<file path="config.mk">
export PLATFORM = sky130hd
export DESIGN_NAME = lssa_bitmap
export DESIGN_NICKNAME = d
export VERILOG_FILES = /design/src/rtl/lssa_pkg.sv /design/src/rtl/lssa_bitmap.sv
export SDC_FILE = /design/constraint.sdc
export NUM_CORES = 2
export LEC_CHECK = 0
export BUFFER_PORTS_ARGS = -buffer_cell sky130_fd_sc_hd__buf_2
export CAP_MARGIN = 5
export CORE_MARGIN = 5
export CORE_UTILIZATION = 56
export DETAILED_ROUTE_END_ITERATION = 6
export PLACE_DENSITY = 0.85
export SLEW_MARGIN = 20
export SYNTH_ARGS = -nofsm -noshare
export SYNTH_HDL_FRONTEND = slang
export SYNTH_SLANG_ARGS = --single-unit
</file>
<file path="constraint.sdc">
create_clock -name i_clk -period 4.8 [get_ports i_clk]
set_input_delay 0.48 -clock i_clk [delete_from_list [all_inputs] [get_ports i_clk]]
set_output_delay 0.48 -clock i_clk [all_outputs]
set_load 0.005 [all_outputs]
</file>
<file path="src/rtl/lssa_pkg.sv">
// shared types, codes and helpers for the slot allocator
package lssa_pkg;

    // slots per bitmap word and the width of a bit position inside a word
    localparam int WORD_BITS = 32;
    localparam int WBIT_W    = 5;

    typedef enum logic [1:0] {
        ACT_ALLOC = 2'd0,
        ACT_FREE  = 2'd1,
        ACT_READ  = 2'd2,
        ACT_WRITE = 2'd3
    } t_action;

    typedef enum logic [2:0] {
        ST_OK          = 3'd0,
        ST_RANGE       = 3'd1,
        ST_NOT_STARTED = 3'd2,
        ST_NOT_USED    = 3'd3,
        ST_FULL        = 3'd4
    } t_status;

    // read and write strobes of one memory
    typedef struct packed {
        logic rd;
        logic wr;
    } t_mem_op;

    // position of the lowest clear bit of a bitmap word
    function automatic logic [WBIT_W-1:0] lowest_zero(input logic [WORD_BITS-1:0] bits);
        logic [WBIT_W-1:0] pos;
        pos = '0;
        for (int b = WORD_BITS - 1; b >= 0; b--) begin
            if (!bits[b]) begin
                pos = WBIT_W'(b);
            end
        end
        return pos;
    endfunction

endpackage

</file>
<file path="src/rtl/lssa_bitmap.sv">
// bitmap word memory with word valid bits, full flags and free word search
module lssa_bitmap #(
    parameter int NWORDS = 32,
    parameter int WADR_W = 5
) (
    input  logic                              i_clk,
    input  logic                              i_rst_n,
    input  lssa_pkg::t_mem_op                 i_op,
    input  logic [WADR_W-1:0]                 i_rd_adr,
    input  logic [WADR_W-1:0]                 i_wr_adr,
    input  logic [2*lssa_pkg::WORD_BITS-1:0]  i_wr_data,
    output logic [2*lssa_pkg::WORD_BITS-1:0]  o_rd_data,
    output logic [WADR_W-1:0]                 o_free_word
);
    import lssa_pkg::*;

    // each word: upper half marks slots ever written, lower half marks slots in use
    logic [2*WORD_BITS-1:0] mem [NWORDS];
    logic [2*WORD_BITS-1:0] r_rd_data;
    logic                   r_rd_vld;
    logic [NWORDS-1:0]      r_word_vld;
    logic [NWORDS-1:0]      r_full;

    // word storage, registered read
    always_ff @(posedge i_clk) begin
        if (i_op.wr) begin
            mem[i_wr_adr] <= i_wr_data;
        end
        if (i_op.rd) begin
            r_rd_data <= mem[i_rd_adr];
        end
    end

    // words never written read as zero; full flag follows the used half
    always_ff @(posedge i_clk) begin
        if (!i_rst_n) begin
            r_word_vld <= '0;
            r_full     <= '0;
            r_rd_vld   <= 1'b0;
        end else begin
            if (i_op.wr) begin
                r_word_vld[i_wr_adr] <= 1'b1;
                r_full[i_wr_adr]     <= &i_wr_data[WORD_BITS-1:0];
            end
            if (i_op.rd) begin
                r_rd_vld <= r_word_vld[i_rd_adr];
            end
        end
    end

    assign o_rd_data = r_rd_vld ? r_rd_data : '0;

    // lowest word that still has a free slot
    always_comb begin
        o_free_word = '0;
        for (int w = NWORDS - 1; w >= 0; w--) begin
            if (!r_full[w]) begin
                o_free_word = WADR_W'(w);
            end
        end
    end

endmodule

</file>
==> reports/qor.yml <==
run_status:
  status: "completed"
drt:
  drc: 0
  dr.pass1.iters: 5
  drt_wl_total_mm: 243
  post_drt_via_cell_ratio: 7.32
  wl_met1_mm: 75.3
  wl_met2_mm: 119
  met3WireLength_mm: 35.0
  wl_per_cell_um: 42.0
  highest_layer: "met5"
  vias: 42300
  drt_iter0_drc: 8499
  postRouteAntennaNets: 0
synthesis:
  synth_mux_area_frac: 0.186
  synth_area_um2: 82700
  ys_types: 37
  synthTopCellsByCount: "edfxtp_1, mux4_2, clkbuf_1, dfxtp_1, mux2_2"
  yosysMostFrequentCell: "edfxtp_1"
  synthArstFlopShare: 0
  netlist_instances: 3388
  ys_ff_latch: 2177
  ys.warnings.count: 0
  synthSimpleGateAreaFrac: 0.0116
  syn_avg_cell_area_um2: 24.4
  synth.top_cell.area_share: 0.767
  synth_top_family_by_area: "multiplexers"
  synth_area_leader_cell: "edfxtp_1"
  ys_seq_area_frac: 0.783
  synth-edff-count: 2112
  synth-xor-area-share: 0
  synth.net_count: 3466
  synth_compound_area_frac: 0.00994
  yosys-top-cells-area: "edfxtp_1, mux4_2, dfxtp_1, mux2_2, and2_1"
  synth_fa_ha_area_frac: 0
  synthFlopType: "edfxtp_1"
place:
  dp.cells: 5405
  gp_congestion: 0.770
  pre_cts_slack_ns: 1.52
  port_buffers: 146
  hpwl_mm: 111
worst_setup_path:
  cp-start-kind: "register"
  crit-reg2reg-launch: "mem[15][62]"
  critPathArrivalTime_ns: 2.65
  rrSetupSlack_ns: 2.74
  required_ns: 4.32
  end_kind: "output port"
  worstSetupPathType: "reg -> out"
  timing.rr.end: "r_rd_data[62]"
  cp_max_fo: 68
  rr_worst_depth: 3
global_routing:
  overflow: 0
  grt_use_total: 0.312
  grt_max_degree: 100
  first_global_vias: 43200
  antenna_found_initial: 27
  grt_pass1_wl_mm: 338
timing:
  fin_ws_ns: 1.67
  tightest_slew_ns: 1.21
  period_needed_ns: 3.13
  skew_ns: 0.0350
  tns_ns: 0
  slew_violations: 0
  setup_viol: 0
  fin_crit_sh: 0.652
  rsz0062_at_grt: "false"
  max_slew_margin: 0.191
  hold_viol: 0
  max_freq_mhz: 319
die:
  coreArea_um2: 147000
  dieWidth_um: 394
  num_rows: 141
  initial_core_util: 0.561
  dieHeight_um: 394
  ioPinCount: 147
  die_area_um2: 155000
clock_network:
  htree_levels: 4
  cts_made_buffers: 195
  clock-sinks: 2177
  ctsHoldBuffers: 0
  post-cts-setup-buffer-count: 0
  postCtsResizedCells: 0
  path_clk_slew_ns: 0.07
  clk_path_buf_depth: 3
  clk_latency_ns: 0.84
  cts_tree: "built"
  cts_root_buf: "clkbuf_16"
power_and_ir_drop:
  p_per_area_nw_per_um2: 420
  clkPwrFrac: 0.407
  max-vdd-ir-drop_mv: 0.379
  leakage_nw: 28.9
  seq_power_share: 0.545
  power.switching_mw: 8.49
  swShare: 0.218
  p_total_mw: 39.0
  p_comb_frac: 0.048
  p_int_mw: 30.5
layout:
  stdcell_count: 5780
  layout.nets: 3750
  drive_gt1_frac: 0.336
  postLayoutCoreUtil: 0.631
  area_delta_synth_final_pct: 12.5
worst_hold_path:
  holdPathEnd: "mem[11][32]"
  hold_path_class: "in -> reg"
  whs_path_depth: 1
  min_from: "i_wr_data[32]"
run:
  drv_cap: 0
==> power by group through the flow <==
| stage | combinational, mW | sequential (mW) | clock [mW] |
|---|---|---|---|
| finish | 1.87 | 21.3 | 15.9 |
| global route | 1.94 | 21.3 | 16.8 |
| CTS | 1.85 | 21.3 | 15.9 |
| detailed placement | 1.78 | 21.7 | 0 |
| global placement | 1.70 | 21.6 | 0 |
| floorplan | 1.09 | 21.6 | 0 |
==> area by class of cell <==
type	instances	area, um^2
antenna	19	47.5
clock buffer	253	5220
clock inverter	103	1020
fill	8478	54300
inverter	7	26.3
multi-input combinational	1026	17400
sequential	2177	64700
tap	1930	2410
timing repair buffer	265	2180
==> placed cells by master, fill, tap and decap left out, types with 3 or more instances in the layout <==
master and count:
clkbuf_16 199, edfxtp_1 2112, buf_2 140, clkinv_2 27
o21a_1 32, nand2_1 47, nand3b_1 5, buf_8 3
mux2i_1 3, clkinvlp_4 8, buf_12 41, or4_1 3
nor2_4 32, nand4_1 12, o21ai_0 40, a21boi_0 32
inv_6 7, mux4_2 648, diode_2 19, nand3_1 5
nor2_1 6, mux2_2 65, clkbuf_8 5, clkinv_1 35
buf_4 79, clkbuf_1 50, a21oi_1 7, or3b_2 3
bufinv_16 17, inv_1 7, and2_1 64, clkinv_8 4
dfxtp_1 64
==> logic make-up after synthesis <==
kind of cell	after synthesis
AOI/OAI and AO/OA	124
buffers and inverters	185
DFF	2177
muxes	716
and+or+nand+nor	186
==> worst max-delay path, cell delays in order (launching register included) <==
cell and delay, ns:
dfxtp_4 1.11, and2_1 0.48, buf_2 0.19
==> worst max path at each step <==
| stage | start | end | cells after the start |
|---|---|---|---|
| after floorplan | i_wr_adr[0] | mem[0][0] | 4 |
| after global placement | i_rd_adr[0] | r_rd_data[18] | 6 |
| after detailed placement | i_rd_adr[0] | r_rd_data[6] | 6 |
| after CTS | r_full[31] | o_free_word[0] | 6 |
| after global routing | r_full[24] | o_free_word[1] | 6 |
| final | r_rd_vld | o_rd_data[0] | 2 |
==> through the flow <==
stage	area, um^2	hold slack (ns)
2_1_floorplan	82700	0.435
3_3_place_gp	86700	0.442
3_5_place_dp	86700	0.453
4_1_cts	93000	0.0897
5_1_grt	93000	0.134
6_report	93000	0.135
==> registers in the layout, summed over array words and instances (netlist names) <==
name / flops
r_rd_vld: 1
mem: 2048
r_rd_data: 64
r_word_vld: 32
r_full: 32
==> layer usage <==
layer / vias to the layer above / track usage
li1: 15200 / -
met1: 21700 / 0.404
met2: 4644 / 0.506
met3: 833 / 0.0789
met4: 6 / 0.147
met5: - / 0
Power figures use the tool's default switching activity.
